==> config.mk <==
export PLATFORM = sky130hd
export DESIGN_NAME = cubemap_texel_address
export DESIGN_NICKNAME = d
export VERILOG_FILES = /design/src/rtl/core/cta_pkg.sv /design/src/rtl/core/cubemap_texel_address.sv
export SDC_FILE = /design/constraint.sdc
export NUM_CORES = 2
export LEC_CHECK = 0
export BUFFER_PORTS_ARGS = -buffer_cell sky130_fd_sc_hd__buf_4
export CORE_UTILIZATION = 57
export DETAILED_ROUTE_END_ITERATION = 6
export GPL_ROUTABILITY_DRIVEN = 0
export PLACE_DENSITY_LB_ADDON = 0.2
export SYNTH_ARGS = -nofsm -noshare
export SYNTH_HDL_FRONTEND = slang
export SYNTH_SLANG_ARGS = --single-unit
==> constraint.sdc <==
create_clock -name clk -period 20.9 [get_ports clk]
set_input_delay 4.18 -clock clk [delete_from_list [all_inputs] [get_ports clk]]
set_output_delay 4.18 -clock clk [all_outputs]
set_load 0.05 [all_outputs]
==> src/rtl/core/cta_pkg.sv <==
// ----------------------------------------------------------------------------
// cta_pkg
// Shared types and constants for the cube map texel address pipeline.
// ----------------------------------------------------------------------------
package cta_pkg;

	localparam int DIR_W          = 16;
	localparam int CFG_W          = 13;
	localparam int FACE_W         = 3;
	localparam int TEXEL_W        = 12;
	localparam int ELEM_W         = 26;
	localparam int MAX_FACE_SIZE  = 4096;

	localparam logic [CFG_W-1:0]  FACE_SIZE_RST = CFG_W'(256);

	localparam logic [FACE_W-1:0] FACE_POS_X = 3'd0;
	localparam logic [FACE_W-1:0] FACE_NEG_X = 3'd1;
	localparam logic [FACE_W-1:0] FACE_POS_Y = 3'd2;
	localparam logic [FACE_W-1:0] FACE_NEG_Y = 3'd3;
	localparam logic [FACE_W-1:0] FACE_POS_Z = 3'd4;
	localparam logic [FACE_W-1:0] FACE_NEG_Z = 3'd5;

	typedef struct packed {
		logic signed [DIR_W-1:0] dir_x;
		logic signed [DIR_W-1:0] dir_y;
		logic signed [DIR_W-1:0] dir_z;
	} dir_t;

	typedef struct packed {
		logic [FACE_W-1:0]  face_index;
		logic [TEXEL_W-1:0] texel_col;
		logic [TEXEL_W-1:0] texel_row;
		logic [ELEM_W-1:0]  element_index;
		logic               zero_vector;
	} texel_t;

endpackage

==> src/rtl/core/cubemap_texel_address.sv <==
// ----------------------------------------------------------------------------
// cubemap_texel_address
// Cube map face selection and texel addressing from a Q2.14 direction.
//
// Usage:
//   in_*   : one direction (dir_x, dir_y, dir_z) per transfer.
//   out_*  : one result per direction, in order: face, texel column/row,
//            first RGB element index, zero-vector flag.
//   cfg_*  : face_size write; always ready. Write it only while idle.
// Timing:
//   The two texel quotients come from a restoring divider that resolves one
//   quotient bit per stage, which sets the pipeline depth. Throughput is one
//   transfer per cycle while out_ready stays high.
// Stall:
//   Each stage advances when it is empty or its successor advances, so
//   bubbles collapse and inputs keep flowing while a result waits on
//   out_ready. in_ready drops only when every stage holds an item.
// Reset:
//   arst_n clears all valid bits and sets face_size to 256.
// ----------------------------------------------------------------------------
module cubemap_texel_address #(
	parameter int MAX_FACE_SIZE = cta_pkg::MAX_FACE_SIZE
) (
	input  logic                      clk,
	input  logic                      arst_n,
	input  logic                      in_valid,
	output logic                      in_ready,
	input  cta_pkg::dir_t             in_data,
	output logic                      out_valid,
	input  logic                      out_ready,
	output cta_pkg::texel_t           out_data,
	input  logic                      cfg_valid,
	output logic                      cfg_ready,
	input  logic [cta_pkg::CFG_W-1:0] cfg_data
);

	localparam int SZW = $clog2(MAX_FACE_SIZE + 1);
	localparam int QW  = SZW;
	localparam int NW  = 17 + SZW;
	localparam int PW  = 2 * SZW;
	localparam int EW  = PW + 2;

	function automatic logic [17:0] div_step(input logic [16:0] rem, input logic nb,
			input logic [16:0] den);
		logic [17:0] r;
		logic        ge;
		r  = {rem, nb};
		ge = (r >= {1'b0, den});
		return {ge, ge ? 17'(r - {1'b0, den}) : r[16:0]};
	endfunction

	// configuration
	logic [cta_pkg::CFG_W-1:0] face_size_q;

	assign cfg_ready = 1'b1;

	always_ff @(posedge clk or negedge arst_n) begin
		if (!arst_n) begin
			face_size_q <= cta_pkg::FACE_SIZE_RST;
		end else if (cfg_valid && cfg_ready) begin
			face_size_q <= cfg_data;
		end
	end

	// stage enables
	logic          vld_s1, vld_s2, vld_s3, vld_s5, vld_s6, vld_s7;
	logic [QW-1:0] vld_s4;
	logic          en1, en2, en3, en5, en6, en7;
	logic [QW-1:0] en4;

	assign en7 = !vld_s7 || out_ready;
	assign en6 = !vld_s6 || en7;
	assign en5 = !vld_s5 || en6;

	always_comb begin
		en4[QW-1] = !vld_s4[QW-1] || en5;
		for (int j = QW - 2; j >= 0; j--) begin
			en4[j] = !vld_s4[j] || en4[j+1];
		end
	end

	assign en3 = !vld_s3 || en4[0];
	assign en2 = !vld_s2 || en3;
	assign en1 = !vld_s1 || en2;
	assign in_ready = en1;

	// stage 1: major axis, face, u/v, size clamp
	logic [15:0]                ax, ay, az;
	logic signed [16:0]         x17, y17, z17;
	logic [cta_pkg::FACE_W-1:0] face_c;
	logic signed [16:0]         u_c, v_c;
	logic [15:0]                ma_c;
	logic                       zero_c;
	logic [SZW-1:0]             size_c;

	always_comb begin
		x17 = {in_data.dir_x[15], in_data.dir_x};
		y17 = {in_data.dir_y[15], in_data.dir_y};
		z17 = {in_data.dir_z[15], in_data.dir_z};
		ax  = in_data.dir_x[15] ? 16'(-in_data.dir_x) : in_data.dir_x;
		ay  = in_data.dir_y[15] ? 16'(-in_data.dir_y) : in_data.dir_y;
		az  = in_data.dir_z[15] ? 16'(-in_data.dir_z) : in_data.dir_z;
		zero_c = (in_data.dir_x == '0) && (in_data.dir_y == '0) && (in_data.dir_z == '0);
		if (ax >= ay && ax >= az) begin
			ma_c = ax;
			v_c  = -y17;
			if (in_data.dir_x > 0) begin
				face_c = cta_pkg::FACE_POS_X;
				u_c    = -z17;
			end else begin
				face_c = cta_pkg::FACE_NEG_X;
				u_c    = z17;
			end
		end else if (ay >= az) begin
			ma_c = ay;
			u_c  = x17;
			if (in_data.dir_y > 0) begin
				face_c = cta_pkg::FACE_POS_Y;
				v_c    = z17;
			end else begin
				face_c = cta_pkg::FACE_NEG_Y;
				v_c    = -z17;
			end
		end else begin
			ma_c = az;
			v_c  = -y17;
			if (in_data.dir_z > 0) begin
				face_c = cta_pkg::FACE_POS_Z;
				u_c    = x17;
			end else begin
				face_c = cta_pkg::FACE_NEG_Z;
				u_c    = -x17;
			end
		end
		if (face_size_q == '0) begin
			size_c = SZW'(1);
		end else if (32'(face_size_q) > 32'(MAX_FACE_SIZE)) begin
			size_c = SZW'(MAX_FACE_SIZE);
		end else begin
			size_c = SZW'(face_size_q);
		end
	end

	logic [cta_pkg::FACE_W-1:0] face_s1;
	logic signed [16:0]         u_s1, v_s1;
	logic [15:0]                ma_s1;
	logic                       zero_s1;
	logic [SZW-1:0]             size_s1;

	always_ff @(posedge clk) begin
		if (en1) begin
			face_s1 <= face_c;
			u_s1    <= u_c;
			v_s1    <= v_c;
			ma_s1   <= ma_c;
			zero_s1 <= zero_c;
			size_s1 <= size_c;
		end
	end

	// stage 2: offsets w + ma and divisor 2*ma
	logic signed [17:0]         su_c, sv_c;
	logic [16:0]                nu_s2, nv_s2, den_s2;
	logic [cta_pkg::FACE_W-1:0] face_s2;
	logic                       zero_s2;
	logic [SZW-1:0]             size_s2;

	assign su_c = {u_s1[16], u_s1} + $signed({2'b00, ma_s1});
	assign sv_c = {v_s1[16], v_s1} + $signed({2'b00, ma_s1});

	always_ff @(posedge clk) begin
		if (en2) begin
			nu_s2   <= su_c[16:0];
			nv_s2   <= sv_c[16:0];
			den_s2  <= {ma_s1, 1'b0};
			face_s2 <= face_s1;
			zero_s2 <= zero_s1;
			size_s2 <= size_s1;
		end
	end

	// stage 3: scale by face size
	logic [NW-1:0]              pu_s3, pv_s3;
	logic [16:0]                den_s3;
	logic [cta_pkg::FACE_W-1:0] face_s3;
	logic                       zero_s3;
	logic [SZW-1:0]             size_s3;

	always_ff @(posedge clk) begin
		if (en3) begin
			pu_s3   <= NW'(nu_s2) * NW'(size_s2);
			pv_s3   <= NW'(nv_s2) * NW'(size_s2);
			den_s3  <= den_s2;
			face_s3 <= face_s2;
			zero_s3 <= zero_s2;
			size_s3 <= size_s2;
		end
	end

	// stage 4: restoring divider, one quotient bit per step
	logic [16:0]                crem_s4 [QW];
	logic [QW-1:0]              clow_s4 [QW];
	logic [QW-1:0]              cq_s4   [QW];
	logic [16:0]                rrem_s4 [QW];
	logic [QW-1:0]              rlow_s4 [QW];
	logic [QW-1:0]              rq_s4   [QW];
	logic [16:0]                den_s4  [QW];
	logic [cta_pkg::FACE_W-1:0] face_s4 [QW];
	logic                       zero_s4 [QW];
	logic [SZW-1:0]             size_s4 [QW];

	for (genvar j = 0; j < QW; j++) begin : g_div
		logic [16:0]                crem_p, rrem_p, den_p;
		logic [QW-1:0]              clow_p, rlow_p, cq_p, rq_p;
		logic [cta_pkg::FACE_W-1:0] face_p;
		logic                       zero_p, vld_p;
		logic [SZW-1:0]             size_p;
		logic [17:0]                cstep, rstep;

		if (j == 0) begin : g_first
			assign crem_p = pu_s3[NW-1:QW];
			assign clow_p = pu_s3[QW-1:0];
			assign cq_p   = '0;
			assign rrem_p = pv_s3[NW-1:QW];
			assign rlow_p = pv_s3[QW-1:0];
			assign rq_p   = '0;
			assign den_p  = den_s3;
			assign face_p = face_s3;
			assign zero_p = zero_s3;
			assign size_p = size_s3;
			assign vld_p  = vld_s3;
		end else begin : g_next
			assign crem_p = crem_s4[j-1];
			assign clow_p = clow_s4[j-1];
			assign cq_p   = cq_s4[j-1];
			assign rrem_p = rrem_s4[j-1];
			assign rlow_p = rlow_s4[j-1];
			assign rq_p   = rq_s4[j-1];
			assign den_p  = den_s4[j-1];
			assign face_p = face_s4[j-1];
			assign zero_p = zero_s4[j-1];
			assign size_p = size_s4[j-1];
			assign vld_p  = vld_s4[j-1];
		end

		assign cstep = div_step(crem_p, clow_p[QW-1], den_p);
		assign rstep = div_step(rrem_p, rlow_p[QW-1], den_p);

		always_ff @(posedge clk) begin
			if (en4[j]) begin
				crem_s4[j] <= cstep[16:0];
				clow_s4[j] <= clow_p << 1;
				cq_s4[j]   <= (cq_p << 1) | QW'(cstep[17]);
				rrem_s4[j] <= rstep[16:0];
				rlow_s4[j] <= rlow_p << 1;
				rq_s4[j]   <= (rq_p << 1) | QW'(rstep[17]);
				den_s4[j]  <= den_p;
				face_s4[j] <= face_p;
				zero_s4[j] <= zero_p;
				size_s4[j] <= size_p;
			end
		end

		always_ff @(posedge clk or negedge arst_n) begin
			if (!arst_n) begin
				vld_s4[j] <= 1'b0;
			end else if (en4[j]) begin
				vld_s4[j] <= vld_p;
			end
		end
	end

	// stage 5: clamp to size-1
	logic [SZW-1:0]             lim_c;
	logic [SZW-1:0]             col_s5, row_s5, size_s5;
	logic [cta_pkg::FACE_W-1:0] face_s5;
	logic                       zero_s5;

	assign lim_c = size_s4[QW-1] - SZW'(1);

	always_ff @(posedge clk) begin
		if (en5) begin
			col_s5  <= (zero_s4[QW-1] || cq_s4[QW-1] > lim_c) ? lim_c : cq_s4[QW-1];
			row_s5  <= (zero_s4[QW-1] || rq_s4[QW-1] > lim_c) ? lim_c : rq_s4[QW-1];
			size_s5 <= size_s4[QW-1];
			face_s5 <= face_s4[QW-1];
			zero_s5 <= zero_s4[QW-1];
		end
	end

	// stage 6: row * size
	logic [PW-1:0]              prod_s6;
	logic [SZW-1:0]             col_s6, row_s6;
	logic [cta_pkg::FACE_W-1:0] face_s6;
	logic                       zero_s6;

	always_ff @(posedge clk) begin
		if (en6) begin
			prod_s6 <= PW'(row_s5) * PW'(size_s5);
			col_s6  <= col_s5;
			row_s6  <= row_s5;
			face_s6 <= face_s5;
			zero_s6 <= zero_s5;
		end
	end

	// stage 7: element index, output register
	logic [EW-1:0] lin_c, elem_c;

	assign lin_c  = EW'(prod_s6) + EW'(col_s6);
	assign elem_c = lin_c + (lin_c << 1);

	always_ff @(posedge clk) begin
		if (en7) begin
			out_data.face_index    <= face_s6;
			out_data.texel_col     <= cta_pkg::TEXEL_W'(col_s6);
			out_data.texel_row     <= cta_pkg::TEXEL_W'(row_s6);
			out_data.element_index <= cta_pkg::ELEM_W'(elem_c);
			out_data.zero_vector   <= zero_s6;
		end
	end

	always_ff @(posedge clk or negedge arst_n) begin
		if (!arst_n) begin
			vld_s1 <= 1'b0;
			vld_s2 <= 1'b0;
			vld_s3 <= 1'b0;
			vld_s5 <= 1'b0;
			vld_s6 <= 1'b0;
			vld_s7 <= 1'b0;
		end else begin
			if (en1) vld_s1 <= in_valid;
			if (en2) vld_s2 <= vld_s1;
			if (en3) vld_s3 <= vld_s2;
			if (en5) vld_s5 <= vld_s4[QW-1];
			if (en6) vld_s6 <= vld_s5;
			if (en7) vld_s7 <= vld_s6;
		end
	end

	assign out_valid = vld_s7;

endmodule

Word-level counts from Yosys, hierarchy flattened
Memories as Yosys holds them, arrays and structs flattened. A register that Yosys moved wholly into a read port is not among the register bits.
Index checks and enable logic that the tools add are counted.
- logic and storage cells: 282
- ROM bits: 0
- latch bits: 0
- memory bits (writable): 1534
- bits in registers: 408
- memories kept: 10
- memories (name ; words ; width ; rd ports ; clocked after Yosys merged registers in ; write ports ; RTL line ; text):
    crem_s4 ; 13 ; 17 ; 12 ; 0 ; 13 ; cubemap_texel_address.sv:201 ; logic [16:0] crem_s4 [QW];
    den_s4 ; 13 ; 17 ; 12 ; 0 ; 13 ; cubemap_texel_address.sv:207 ; logic [16:0] den_s4 [QW];
    rrem_s4 ; 13 ; 17 ; 12 ; 0 ; 13 ; cubemap_texel_address.sv:204 ; logic [16:0] rrem_s4 [QW];
    cq_s4 ; 13 ; 13 ; 13 ; 0 ; 13 ; cubemap_texel_address.sv:203 ; logic [QW-1:0] cq_s4 [QW];
    rq_s4 ; 13 ; 13 ; 13 ; 0 ; 13 ; cubemap_texel_address.sv:206 ; logic [QW-1:0] rq_s4 [QW];
    size_s4 ; 13 ; 13 ; 13 ; 0 ; 13 ; cubemap_texel_address.sv:210 ; logic [SZW-1:0] size_s4 [QW];
    +4 memories ; n/a ; n/a ; n/a ; n/a ; n/a ; n/a ;
- eq/ne operators: 0
- $add $sub $neg: 37
- multiply operators: 3
- $lt $le $gt $ge: 35
- div/mod/pow operators: 0
- muxes and demuxes: 72
- bitwise operators: 24
- shift operators: 0
- reductions and logical operators: 48
- operators with widths (cell ; count):
    two-way mux 17 bit ; 33
    >= comparator 18 x 17 -> 1 bit ; 26
    subtractor 17 bit ; 26
    OR 13 x 1 -> 13 bit ; 24
    two-way mux 16 bit ; 5
    multiplier 17 x 13 -> 30 bit ; 2
    negation 16 -> 17 bit ; 3
    >= comparator 16 bit ; 3
    > comparator 16 x 1 -> 1 bit (second input constant) ; 3
    zero test 16 bit ; 3
    negation 16 bit ; 3
    two-way mux 13 bit ; 3
    adder 17 bit ; 2
    two-way mux 1 bit ; 29
    adder 26 x 13 -> 26 bit ; 1
    adder 26 bit ; 1
    > comparator 13 bit ; 2
    multiplier 13 x 13 -> 26 bit ; 1
    logical OR 1 bit ; 21
    zero test 1 bit ; 19
    > comparator 13 bit (second input constant) ; 1
    zero test 13 bit ; 1
    subtractor 13 x 1 -> 13 bit (second input constant) ; 1
    two-way mux 3 bit ; 2
    other kinds (2) ; 4

Depth between registers and ports, before layout
- depth after elaboration: 20
- gate-level depth with buffers: 22

Worst setup path before layout
OpenSTA, ideal clock, no wires.
- kind: input port to output port
- from: input out_ready
- to: output in_ready
- path slack: 3.932 ns
- stages: 8
- path buffers: 0
- arrival: 12.788 ns
- required time: 16.720 ns
- cell sequence: nor2b_1 -> nand2_1 -> nor2_1 -> nand2_1 -> nor3_1 -> nand3_1 -> nor2_1 -> nand2_1
- cells in the longest elaborated chain, start to end: 19
- ends and longest elaborated chain (element ; RTL line ; text):
    from (decl) ; cubemap_texel_address.sv:30 ; input logic out_ready,
    logical OR 1 bit ; cubemap_texel_address.sv:71 ; assign en7 = !vld_s7 || out_ready;
    logical OR 1 bit ; cubemap_texel_address.sv:72 ; assign en6 = !vld_s6 || en7;
    named net en6 ; cubemap_texel_address.sv:68 ; logic en1, en2, en3, en5, en6, en7;
    logical OR 1 bit ; cubemap_texel_address.sv:73 ; assign en5 = !vld_s5 || en6;
    logical OR 1 bit ; cubemap_texel_address.sv:76 ; en4[QW-1] = !vld_s4[QW-1] || en5;
    logical OR 1 bit (2 in a row) ; cubemap_texel_address.sv:78 ; en4[j] = !vld_s4[j] || en4[j+1];
    named net en4[10] ; cubemap_texel_address.sv:69 ; logic [QW-1:0] en4;
    logical OR 1 bit (10 in a row) ; cubemap_texel_address.sv:78 ;
    logical OR 1 bit ; cubemap_texel_address.sv:82 ; assign en3 = !vld_s3 || en4[0];
    named net en3 ; cubemap_texel_address.sv:68 ;
    logical OR 1 bit ; cubemap_texel_address.sv:83 ; assign en2 = !vld_s2 || en3;
    logical OR 1 bit ; cubemap_texel_address.sv:84 ; assign en1 = !vld_s1 || en2;
    to (decl) ; cubemap_texel_address.sv:27 ; output logic in_ready,
The timed path passes the listed nets, and every way through them passes these cells.

Worst setup path in the final report
Ends and elaborated chain as after synthesis.

==> metrics.txt <==
min Tclk post-route=12.32 ns; Final Net Count=9707; final hold vios=0; RSZ-0062 raised after global routing=no; remaining global-route overflow=0; Worst setup EP type=output port; TritonRoute pass-1 iters=6; DR vias=61200; largest net degree at the start of global routing=88; root buf cell=clkbuf_16; Final setup viols=0; Post-Syn Area=between 0.09 and 0.1 sq mm; Layout fillers=12800; site row count=about 150; fin cells=10700; Final period util=about 59%; Core ar.=0.170 sq mm; setup_tns=0 ns; routed wl met3=9.08 mm; Post-Route WL=210 mm; # placed instances=10400; total global-route track usage=24.7%; Worst-path clk slew=0.06 ns; Synth area leader=edfxtp_1; Seq/Total Area, Yosys=48.2%; most instantiated cells after synthesis=1538 x edfxtp_1, 1027 x inv_1, 790 x ha_1, 652 x nand2_1, 479 x fa_1; post-synth cell types=88; DRC viols=0; Synth Net Count=9551; hold slack=about 0.38 ns; highest routed metal layer=met5; asr flop ratio synth=slightly above 2%; WL met1=82.9 mm; Worst EP arrival=between 8 and 9 ns; I/O pin count=123; antenna violations before repair=3; most frequent cell after synthesis=edfxtp_1; share of the synthesized area in the top cell type=47.4%; Mapped Cells=8216; Area Overhead vs Synth=9.42%; post-cts sizing count=0; CTS tree=yes; htree depth=4; Yosys reg bits=~1600; CP Launch Type=primary input; min setup slack post-route=roughly 8.6 ns; Routed Antenna Nets=0; drt via density=5.70; Die W=between 400 and 500 um; Place WS=8.48 ns; data required time of the worst path=approximately 17 ns; CP Max Fanout=36; fmax=81.2 MHz; Syn Area/Cell=11.9 sq um; total CTS buffers=between 150 and 200; Post-CTS Setup Bufs=0; Clock Latency Late Sink=0.84 ns; CTS Sinks=1570; layout cells sized above 1=9.34%; total of max-cap violations=0; crit path kind=in2out; IO buf count=121; Longest Clk Path Bufs=3; synthesis warning total=0; Routed wire per std cell=19.6 um; Setup Skew=approximately 0.069 ns; Rel. slew slack=16.7%; vias in the first global route=63500; initial core utilization=57.5%; DRT iter0 DRCs=3783; met2 wire len=108 mm; Detailed Place HPWL=about 160 mm; top area cells in the synthesized netlist=edfxtp_1 47%, ha_1 10%, fa_1 9.8%; Hold WC Path Type=reg2reg; EDFF count, synth=1538; Final Slew Violations=0; Worst-Margin Slew=1.25 ns; status=complete, no violations; die height=416 um; Main synth FF type=edfxtp_1; Die Area=0.173 sq mm; CTS Hold Buffers Added=0; first-pass GRT wire length=337 mm
-- placed cells by master, fill, tap and decap left out, types with 132 or more instances in the layout --
master,instances
xor2_1,162
nor2_1,353
xnor2_1,363
inv_1,1021
nand2_1,646
fa_1,479
edfxtp_1,1538
clkbuf_16,167
a21oi_1,382
mux2_2,274
ha_1,790
a21o_1,132
o21ai_0,312
and2_1,305
buf_4,173
-- registers in the layout, indices dropped and copies added, names as in the netlist, 54 cells and up --
| name | count |
|---|---|
| cq_s4 | 91 |
| rq_s4 | 91 |
| clow_s4 | 78 |
| size_s4 | 169 |
| out_data | 54 |
| rrem_s4 | 204 |
| crem_s4 | 204 |
| rlow_s4 | 78 |
| den_s4 | 192 |
-- path summary, 6_finish.rpt --
| path | start | endpoint | slack (ns) | cells after the start |
|---|---|---|---|---|
| hold / removal | size_s4[3][1]$_DFFE_PP_ | size_s4[4][1]$_DFFE_PP_ | 0.38 | 0 |
| setup / recovery | out_ready | in_ready | 8.58 | 10 |
| setup reg to reg | nu_s2[6]$_DFFE_PP_ | pu_s3[28]$_DFFE_PP_ | 14.15 | 20 |
| max in group asynchronous | arst_n | g_div[7].vld_p$_DFFE_PN0P_ | 17.17 | 1 |
| hold reg to reg | size_s4[3][1]$_DFFE_PP_ | size_s4[4][1]$_DFFE_PP_ | 0.38 | 0 |
| min in group asynchronous | arst_n | face_size_q[10]$_DFFE_PN0P_ | 3.33 | 1 |
-- cell type report --
| type | count | area (sq um) | share of cell area (%) |
|---|---|---|---|
| repair buffers | 173 | 1300 | 1.22 |
| clock buffers | 205 | 4320 | 4.05 |
| clock inverters | 104 | 1300 | 1.22 |
| inverters | 1027 | 3860 | 3.62 |
| diodes | 1 | 2.50 | 0.00235 |
| well taps | 2218 | 2780 | 2.60 |
| flip-flops and latches | 1570 | 47000 | 44.0 |
| multi-input cells | 5433 | 46200 | 43.3 |
-- critical path, cell delays in order --
cell and delay [ns]:
buf_4 0.11, nor2b_1 0.37, nand2_2 0.11, nor2_1 0.50, nand2_4 0.33, nor3_1 0.85, nand3_4 0.47, nor2_1 0.39
nand2_4 0.43, buf_4 0.36
-- kinds of logic (layout without fill, tap and decap cells) --
group | count (synthesis) | in the layout | synth area share (%)
flops | 1570 | 1570 | 48.2
buf+inv | 1213 | 1509 | 4.71
compound gates | 1296 | 1296 | 8.39
xor+xnor | 525 | 525 | 4.72
other cells | 1 | 2 | 0.00385
fa+ha+maj | 1269 | 1269 | 20.0
mux | 339 | 339 | 3.84
simple gates | 2003 | 2003 | 10.2
-- layer usage --
| metal | vias up | GRT usage, % |
|---|---|---|
| met4 | 4 | 11.5 |
| li1 | 29100 | - |
| met2 | 1599 | 44.3 |
| met5 | - | 0 |
| met1 | 30000 | 29.3 |
| met3 | 515 | 3.27 |
-- through the flow --
step / area (sq um) / util (%)
finish: 107000 / 62.9
global route: 107000 / 62.9
CTS: 107000 / 62.9
detailed placement: 101000 / 59.6
global placement: 101000 / 59.6
floorplan: 97500 / -
Power is left out: the tool's default activity adds up to more than one toggle a clock period on the data nets, which glitch-free logic cannot reach.
